File: config.mk
export PLATFORM = sky130hd
export DESIGN_NAME = text_word_splitter_core
export DESIGN_NICKNAME = d
export VERILOG_FILES = /design/src/design/tws_pkg.sv /design/src/design/tws_front.sv /design/src/design/tws_queue.sv /design/src/design/tws_back.sv /design/src/design/text_word_splitter_core.sv
export SDC_FILE = /design/constraint.sdc
export NUM_CORES = 1
export LEC_CHECK = 0
export BUFFER_PORTS_ARGS = -buffer_cell sky130_fd_sc_hd__buf_4
export CAP_MARGIN = 10
export CORE_MARGIN = 2
export CORE_UTILIZATION = 45
export CTS_CLUSTER_DIAMETER = 200
export DETAILED_ROUTE_END_ITERATION = 10
export PLACE_DENSITY = 0.66
export REMOVE_ABC_BUFFERS = 1
export SLEW_MARGIN = 0
export SYNTH_ARGS = -nofsm -noshare
export SYNTH_HDL_FRONTEND = slang
export SYNTH_SLANG_ARGS = --single-unit
File: constraint.sdc
create_clock -name i_clk -period 13.52 [get_ports i_clk]
set_clock_uncertainty 0.05 [all_clocks]
set_input_delay 2.028 -clock i_clk [delete_from_list [all_inputs] [get_ports i_clk]]
set_output_delay 2.028 -clock i_clk [all_outputs]
set_load 0.01 [all_outputs]
File: src/design/tws_pkg.sv
`timescale 1ns / 1ps
// ----------------------------------------------------------------------------
// tws_pkg
// Shared types and codes for the text word splitter: result kinds, held
// mark codes, and the per-byte result plan passed from front to back.
// ----------------------------------------------------------------------------
package tws_pkg;

    localparam int MAX_RES = 6;

    // result kinds
    localparam logic [1:0] KIND_BYTE      = 2'd0;
    localparam logic [1:0] KIND_END_TOKEN = 2'd1;
    localparam logic [1:0] KIND_END_TEXT  = 2'd2;

    // held mark codes
    localparam logic [1:0] MARK_NONE   = 2'd0;
    localparam logic [1:0] MARK_APOS   = 2'd1;
    localparam logic [1:0] MARK_HYPHEN = 2'd2;

    // byte codes
    localparam logic [7:0] CH_APOS   = 8'h27;
    localparam logic [7:0] CH_HYPHEN = 8'h2D;
    localparam logic [7:0] CH_SPACE  = 8'h20;

    typedef struct packed {
        logic [1:0] kind;
        logic [7:0] value;
    } t_res;

    typedef struct packed {
        logic [2:0]               count;
        t_res [MAX_RES-1:0]       slot;
    } t_plan;

endpackage

File: src/design/tws_front.sv
`timescale 1ns / 1ps
// ----------------------------------------------------------------------------
// tws_front
// Accepts text bytes, classifies them against the open word and the held
// mark, and produces the full list of results each byte causes.
// ----------------------------------------------------------------------------
module tws_front (
    input  logic           i_clk,
    input  logic           i_rst_n,
    input  logic           i_in_valid,
    output logic           o_in_ready,
    input  logic [7:0]     i_text_byte,
    input  logic           i_final_byte,
    output logic           o_push_valid,
    input  logic           i_push_ready,
    output tws_pkg::t_plan o_push_plan
);
    import tws_pkg::*;

    typedef struct packed {
        logic [1:0] len;
        logic [7:0] first;
        logic [7:0] second;
    } t_word;

    typedef struct packed {
        t_plan plan;
        t_word word;
    } t_ctx;

    function automatic logic f_letter(input logic [7:0] c);
        return (c >= 8'h41 && c <= 8'h5A) || (c >= 8'h61 && c <= 8'h7A);
    endfunction

    function automatic logic f_word_byte(input logic [7:0] c);
        return c[7] || f_letter(c) || (c >= 8'h30 && c <= 8'h39);
    endfunction

    function automatic logic f_white(input logic [7:0] c);
        return (c == CH_SPACE) || (c >= 8'h09 && c <= 8'h0D);
    endfunction

    function automatic logic [7:0] f_fold(input logic [7:0] c);
        return (c >= 8'h41 && c <= 8'h5A) ? (c | 8'h20) : c;
    endfunction

    function automatic logic f_contraction(input t_word w);
        logic [7:0] a;
        logic       res;
        a   = f_fold(w.first);
        res = 1'b0;
        if (w.len == 2'd1) begin
            res = a inside {8'h6C, 8'h64, 8'h63, 8'h6A, 8'h6D, 8'h74, 8'h73, 8'h6E};
        end else if (w.len == 2'd2) begin
            res = (a == 8'h71) && (f_fold(w.second) == 8'h75);
        end
        return res;
    endfunction

    function automatic t_ctx f_emit(input t_ctx x, input logic [1:0] k,
                                    input logic [7:0] v);
        t_ctx y;
        y = x;
        if (y.plan.count < 3'(MAX_RES)) begin
            y.plan.slot[y.plan.count].kind  = k;
            y.plan.slot[y.plan.count].value = v;
            y.plan.count = y.plan.count + 3'd1;
        end
        return y;
    endfunction

    function automatic t_ctx f_append(input t_ctx x, input logic [7:0] b);
        t_ctx y;
        y = f_emit(x, KIND_BYTE, b);
        if (x.word.len == 2'd0) begin
            y.word.first = b;
        end else if (x.word.len == 2'd1) begin
            y.word.second = b;
        end
        if (x.word.len != 2'd3) begin
            y.word.len = x.word.len + 2'd1;
        end
        return y;
    endfunction

    function automatic t_ctx f_close(input t_ctx x);
        t_ctx y;
        y = x;
        if (x.word.len != 2'd0) begin
            y = f_emit(x, KIND_END_TOKEN, 8'h00);
        end
        y.word = '0;
        return y;
    endfunction

    logic [1:0] r_held, n_held;
    t_word      r_word;
    t_word      n_word;
    t_ctx       w_ctx;
    logic [7:0] w_mark;
    logic       w_accept;

    assign o_in_ready = i_push_ready;
    assign w_accept   = i_in_valid && o_in_ready;

    // work out the results of this byte and the state it leaves
    always_comb begin
        w_ctx.plan = '0;
        w_ctx.word = r_word;
        n_held     = r_held;
        w_mark     = (r_held == MARK_APOS) ? CH_APOS : CH_HYPHEN;

        // resolve a held mark against the new byte first
        if (r_held != MARK_NONE) begin
            n_held = MARK_NONE;
            if (f_letter(i_text_byte)) begin
                if (r_held == MARK_APOS && f_contraction(w_ctx.word)) begin
                    w_ctx = f_emit(w_ctx, KIND_BYTE, w_mark);
                    w_ctx = f_close(w_ctx);
                end else begin
                    w_ctx = f_append(w_ctx, w_mark);
                end
            end else begin
                w_ctx = f_close(w_ctx);
                w_ctx = f_emit(w_ctx, KIND_BYTE, w_mark);
                w_ctx = f_emit(w_ctx, KIND_END_TOKEN, 8'h00);
            end
        end

        // handle the byte itself
        if (f_word_byte(i_text_byte)) begin
            w_ctx = f_append(w_ctx, i_text_byte);
        end else if ((i_text_byte == CH_APOS || i_text_byte == CH_HYPHEN) &&
                     w_ctx.word.len != 2'd0 && !i_final_byte) begin
            n_held = (i_text_byte == CH_APOS) ? MARK_APOS : MARK_HYPHEN;
        end else begin
            w_ctx = f_close(w_ctx);
            if (!f_white(i_text_byte)) begin
                w_ctx = f_emit(w_ctx, KIND_BYTE, i_text_byte);
                w_ctx = f_emit(w_ctx, KIND_END_TOKEN, 8'h00);
            end
        end

        // flush at text end and return to reset state
        if (i_final_byte) begin
            w_ctx  = f_close(w_ctx);
            w_ctx  = f_emit(w_ctx, KIND_END_TEXT, 8'h00);
            n_held = MARK_NONE;
        end

        n_word = w_ctx.word;
    end

    assign o_push_plan  = w_ctx.plan;
    assign o_push_valid = i_in_valid && (w_ctx.plan.count != 3'd0);

    // advance word state on each accepted beat
    always_ff @(posedge i_clk) begin
        if (!i_rst_n) begin
            r_held <= MARK_NONE;
            r_word <= '0;
        end else if (w_accept) begin
            r_held <= n_held;
            r_word <= n_word;
        end
    end

endmodule

File: src/design/tws_queue.sv
`timescale 1ns / 1ps
// ----------------------------------------------------------------------------
// tws_queue
// Two-entry queue of result plans between the front and the back end.
// ----------------------------------------------------------------------------
module tws_queue (
    input  logic           i_clk,
    input  logic           i_rst_n,
    input  logic           i_push_valid,
    output logic           o_push_ready,
    input  tws_pkg::t_plan i_push_plan,
    output logic           o_pop_valid,
    input  logic           i_pop_ready,
    output tws_pkg::t_plan o_pop_plan
);
    import tws_pkg::*;

    t_plan      r_mem [2];
    logic       r_wptr, r_rptr;
    logic [1:0] r_count;
    logic       w_push, w_pop;

    assign o_push_ready = (r_count != 2'd2);
    assign o_pop_valid  = (r_count != 2'd0);
    assign o_pop_plan   = r_mem[r_rptr];
    assign w_push       = i_push_valid && o_push_ready;
    assign w_pop        = o_pop_valid && i_pop_ready;

    // store pushed plans
    always_ff @(posedge i_clk) begin
        if (w_push) begin
            r_mem[r_wptr] <= i_push_plan;
        end
    end

    // advance pointers and fill count
    always_ff @(posedge i_clk) begin
        if (!i_rst_n) begin
            r_wptr  <= 1'b0;
            r_rptr  <= 1'b0;
            r_count <= 2'd0;
        end else begin
            if (w_push) begin
                r_wptr <= ~r_wptr;
            end
            if (w_pop) begin
                r_rptr <= ~r_rptr;
            end
            if (w_push && !w_pop) begin
                r_count <= r_count + 2'd1;
            end else if (w_pop && !w_push) begin
                r_count <= r_count - 2'd1;
            end
        end
    end

endmodule

File: src/design/tws_back.sv
`timescale 1ns / 1ps
// ----------------------------------------------------------------------------
// tws_back
// Walks each result plan one slot per cycle, unless the output stalls, into
// the output register and flags the last result of every input byte.
// ----------------------------------------------------------------------------
module tws_back (
    input  logic           i_clk,
    input  logic           i_rst_n,
    input  logic           i_pop_valid,
    output logic           o_pop_ready,
    input  tws_pkg::t_plan i_pop_plan,
    output logic           o_out_valid,
    input  logic           i_out_ready,
    output logic [1:0]     o_kind,
    output logic [7:0]     o_value,
    output logic           o_run_last
);
    import tws_pkg::*;

    t_plan      r_plan;
    logic [2:0] r_idx;
    logic       r_busy;
    logic       r_out_valid;
    logic [1:0] r_kind;
    logic [7:0] r_value;
    logic       r_run_last;
    logic       w_emit, w_last, w_take;

    assign w_emit      = r_busy && (!r_out_valid || i_out_ready);
    assign w_last      = (r_idx == 3'(r_plan.count - 3'd1));
    assign w_take      = !r_busy || (w_emit && w_last);
    assign o_pop_ready = w_take;

    // load the next plan as the current one drains
    always_ff @(posedge i_clk) begin
        if (w_take && i_pop_valid) begin
            r_plan <= i_pop_plan;
        end
    end

    always_ff @(posedge i_clk) begin
        if (!i_rst_n) begin
            r_busy <= 1'b0;
            r_idx  <= 3'd0;
        end else if (w_take) begin
            r_busy <= i_pop_valid;
            r_idx  <= 3'd0;
        end else if (w_emit) begin
            r_idx  <= r_idx + 3'd1;
        end
    end

    // output register: hold while stalled, drop once taken
    always_ff @(posedge i_clk) begin
        if (!i_rst_n) begin
            r_out_valid <= 1'b0;
        end else if (w_emit) begin
            r_out_valid <= 1'b1;
        end else if (i_out_ready) begin
            r_out_valid <= 1'b0;
        end
    end

    always_ff @(posedge i_clk) begin
        if (w_emit) begin
            r_kind     <= r_plan.slot[r_idx].kind;
            r_value    <= r_plan.slot[r_idx].value;
            r_run_last <= w_last;
        end
    end

    assign o_out_valid = r_out_valid;
    assign o_kind      = r_kind;
    assign o_value     = r_value;
    assign o_run_last  = r_run_last;

endmodule

File: src/design/text_word_splitter_core.sv
`timescale 1ns / 1ps
// ----------------------------------------------------------------------------
// text_word_splitter_core
// Streaming word splitter: text bytes in, token bytes and token/text end
// markers out.
//
//   channel | direction | handshake                 | payload
//   in      | input     | i_in_valid / o_in_ready   | i_text_byte, i_final_byte
//   out     | output    | o_out_valid / i_out_ready | o_kind, o_value, o_run_last
//
// The front takes one byte per cycle while the two-entry plan queue has
// room; a byte causing n results holds the back end until all n are emitted at
// one result per cycle unless the output stalls. A held mark gives no results.
// Reset (synchronous, active low) clears word state, queue and output valid.
// Output stalls hold the output register and back up through the queue.
// ----------------------------------------------------------------------------
module text_word_splitter_core (
    input  logic       i_clk,
    input  logic       i_rst_n,
    input  logic       i_in_valid,
    output logic       o_in_ready,
    input  logic [7:0] i_text_byte,
    input  logic       i_final_byte,
    output logic       o_out_valid,
    input  logic       i_out_ready,
    output logic [1:0] o_kind,
    output logic [7:0] o_value,
    output logic       o_run_last
);
    import tws_pkg::*;

    logic  w_push_valid, w_push_ready;
    t_plan w_push_plan;
    logic  w_pop_valid, w_pop_ready;
    t_plan w_pop_plan;

    // classify bytes and build result plans
    tws_front u_front (
        .i_clk        (i_clk),
        .i_rst_n      (i_rst_n),
        .i_in_valid   (i_in_valid),
        .o_in_ready   (o_in_ready),
        .i_text_byte  (i_text_byte),
        .i_final_byte (i_final_byte),
        .o_push_valid (w_push_valid),
        .i_push_ready (w_push_ready),
        .o_push_plan  (w_push_plan)
    );

    // decouple front and back
    tws_queue u_queue (
        .i_clk        (i_clk),
        .i_rst_n      (i_rst_n),
        .i_push_valid (w_push_valid),
        .o_push_ready (w_push_ready),
        .i_push_plan  (w_push_plan),
        .o_pop_valid  (w_pop_valid),
        .i_pop_ready  (w_pop_ready),
        .o_pop_plan   (w_pop_plan)
    );

    // serialise plans into result beats
    tws_back u_back (
        .i_clk       (i_clk),
        .i_rst_n     (i_rst_n),
        .i_pop_valid (w_pop_valid),
        .o_pop_ready (w_pop_ready),
        .i_pop_plan  (w_pop_plan),
        .o_out_valid (o_out_valid),
        .i_out_ready (i_out_ready),
        .o_kind      (o_kind),
        .o_value     (o_value),
        .o_run_last  (o_run_last)
    );

endmodule

==> implementation parameters <==
Parameter                              Value

Synthesis
  Sequential element share of the synthesized area    0.6347
  Number of flops mapped to enable cells by yosys    200
  Synthesized area divided by synthesized cell count    13.37 um^2
  Distinct cell type count of the synthesized netlist    75
  Yosys top cell by area    edfxtp_1
  Cell types occupying the most area after synthesis    edfxtp_1 58%, mux2_2 7.0%, dfxtp_1 5.4%, mux4_2 2.2%, nor2_1 2.1%
  Warnings from Yosys    0
  Share of async-settable or async-resettable flops after synthesis    0
  Register bit count reported by yosys    228
  Most common flop cell mapped by yosys    edfxtp_1
  Area share of the largest cell type after synthesis    0.5805
  Gate Count Post-Synth    774
  Netlist area before placement    10350 um^2

Min path
  Type of the worst min-delay path    reg2reg

Critical path
  Largest delay contributor family on the critical path    compound AO/OA/AOI/OAI gates
  Critical Path Max Stage Delay    0.68 ns
  Worst-path cell with the longest stage delay    buf_4
  CP arrival    8.48 ns
  Highest net fanout along the worst path    63
  CP dominant cell by count    ha_1
  Worst setup EP type    flip-flop
  Critical path class    in2reg
  Worst Path Buf+Inv    4
  Crit start category    input port
  Required time reported for the critical path endpoint    13.62 ns

Layout
  Layout Nets    846
  Layout overhead on the synthesized area    14.00%
  Number of antenna repair diodes    0
  Share of cells above drive strength 1    0.2083

Detailed routing
  Starting DRT DRC Count    526
  Post-detailed-routing wire length    21790 um
  Detailed Routing Iterations Pass 1    7
  Post-route DRC    0
  WL/cell    19.28 um
  Drt via density    5.645
  Total vias in the final route    6379
  DRT antenna net count    0

Floorplan
  Initial core utilization    0.4584
  Floorplan die width    155.6 um
  CORE AREA    22570 um^2
  I/O pin count    26
  Die boundary height    155.6 um
  Overall die area    24220 um^2
  Cell row count    55

Flow run
  Max-cap check violation count    0

Clocking
  Number of clock buffers inserted by TritonCTS    25
  Clock sink count    228
  CTS tree    done
  Post-CTS Hold Buffers    0
  Clock slew at the register clock pins of the worst setup and hold paths    0.06 ns
  Cell at the root of the clock tree    clkbuf_16
  Clock Tree Buf Depth    3
  Total of cells resized after clock tree synthesis    0
  Level count of the clock H-tree    1
  Clock insertion delay at the later pin of the skew report    0.53 ns
  Total setup buffers inserted after CTS    0

Pwr
  Power density normalized to cell area    189.7 nW/um^2
  Total leakage power    4.131 nW
  Worst-case vdd ir drop    0.0001100 V

Timing
  Fmax    119.3 MHz
  Slew at the pin with the worst max-slew slack    1.024 ns
  Max Transition Viols Final    0
  Crit path setup slack, layout    5.140 ns
  Headroom to the max-slew limit    0.3147
  Tcrit/Tclk final    0.6198
  TNS Setup    0 ns
  Setup repair after global routing missed its margin    no
  Time the final worst path needs with I/O delays and setup    8.380 ns
  Number of setup violations in the final report    0
  Worst hold margin    0.4394 ns
  Final hold violations    0

Global routing
  Initial antenna violation count    0
  Global-route wire length before repair    34320 um
  Via count of the first global-routing pass    6267
  Largest net degree at the start of global routing    66
  Overflow left after global routing    0
  Total global-route track usage    0.1803

Status
  Result of the run    complete, no violations

Place
  Final HPWL DP    13980 um
  Setup WS pre-CTS    4.649 ns
  Final weighted congestion of routability-driven global placement    0.9157
  Count of buffers from port buffering    25
[per-stage QoR]
stage	util	area (um^2)	power, mW	std cells
after floorplan	-	10300	1.425	765
after global placement	0.4848	10940	1.542	1084
after detailed placement	0.4848	10940	1.561	1084
after CTS	0.5226	11800	2.264	1130
after global routing	0.5226	11800	2.350	1130
final	0.5226	11800	2.237	1130
[worst paths after layout]
kind	startpoint	slack, ns	to	cells after the start
hold reg to reg	u_front.r_word[1]	0.44	u_front.r_word[1]	2
setup / recovery	i_text_byte[1]	5.14	u_queue.r_mem[0][35]	25
setup reg to reg	u_front.r_word[10]	6.31	u_queue.r_mem[0][35]	24
hold / removal	u_front.r_word[1]	0.44	u_front.r_word[1]	2
[cell usage after synthesis, drive strengths merged (10+ instances only)]
| cell type | number |
|---|---|
| dfxtp | 28 |
| o21ai | 29 |
| mux2 | 64 |
| a21oi | 29 |
| nand3 | 10 |
| o22ai | 16 |
| nor3 | 21 |
| nand2 | 40 |
| nor2 | 57 |
| a32oi | 13 |
| edfxtp | 200 |
| mux4 | 10 |
| and2 | 14 |
| mux2i | 17 |
| inv | 32 |
| nor2b | 21 |
| clkbuf | 33 |
[area by class of cell]
cell class,count,area [um^2]
clock buffers,26,629.4
fillers,1890,10780
repair buffers,34,255.2
clock inverters,20,224.0
flip-flops and latches,228,6568
inverters,32,120.1
multi-input cells,505,3642
well taps,285,356.6
[placed cells by master (no fill, tap or decap), types with 4 or more instances in the layout]
| cell | count |
|---|---|
| edfxtp_1 | 200 |
| mux2_2 | 64 |
| nor2_1 | 56 |
| nand2_1 | 39 |
| buf_4 | 34 |
| conb_1 | 34 |
| inv_1 | 31 |
| a21oi_1 | 28 |
| dfxtp_1 | 27 |
| o21ai_0 | 26 |
| clkbuf_16 | 25 |
| nor2b_1 | 21 |
| nor3_1 | 20 |
| mux2i_1 | 17 |
| o22ai_1 | 16 |
| and2_1 | 14 |
| a32oi_1 | 12 |
| nand3_1 | 10 |
| mux4_2 | 10 |
| nand4_1 | 9 |
| clkinv_2 | 8 |
| nand2b_1 | 7 |
| ha_1 | 7 |
| or2_2 | 6 |
| a22oi_1 | 6 |
| and3_1 | 6 |
| xor2_1 | 6 |
| nor3b_1 | 5 |
| or3_1 | 5 |
| xnor2_1 | 4 |
| nor4_1 | 4 |
| a211o_1 | 4 |
| bufinv_16 | 4 |
[where the power goes]
group	internal (mW)	total, mW	leakage [nW]	switching [mW]
sequential	1.03	1.09	2.12	0.0523
clock	0.418	0.697	0.421	0.278
combinational	0.185	0.455	1.59	0.270
total	1.64	2.24	4.13	0.600
[layer usage]
layer / part of all wire / GRT usage / up-vias
met5: 0 / 0 / -
met4: 0.038 / 0.06684 / 0
met3: 0.048 / 0.03028 / 58
met2: 0.46 / 0.2891 / 192
met1: 0.45 / 0.2489 / 3099
li1: - / - / 3030
[state kept, by name (all words and copies together), names as in the netlist, 2 cells and up]
register and count:
u_queue.r_count 2, u_queue.r_mem 126, u_front.r_held 2, u_front.r_word 17
u_back.o_kind 2, u_back.r_plan 63, u_back.r_idx 3, u_back.o_value 8
[worst reg2reg max path, stage by stage, from the launching register on]
cell      delay (ns)
dfxtp_1         0.47
or3b_2          0.47
a211o_1         0.34
o211ai_1        0.20
a31oi_1         0.15
nor2_1          0.31
ha_1            0.39
inv_1           0.16
o21ai_0         0.10
o21ai_1         0.33
ha_1            0.39
ha_1            0.29
a21oi_1         0.13
nand3_1         0.15
a32oi_2         0.44
inv_1           0.12
ha_1            0.35
nand2_1         0.08
o21ai_0         0.08
nand3_1         0.14
a22oi_1         0.25
mux2i_1         0.25
nand2_1         0.19
a211oi_4        0.23
buf_4           0.68
[cells by family after synthesis]
family,after synthesis,synth area share
AOI/OAI and AO/OA,144,0.1009
xor gates and xnor gates,10,0.008465
and+or+nand+nor,218,0.1099
muxes,91,0.1079
adders and majority gates,8,0.009432
buffers and inverters,74,0.02842
other,1,0.0003625
DFF,228,0.6347
No activity file was read; power rests on OpenSTA's default activity.
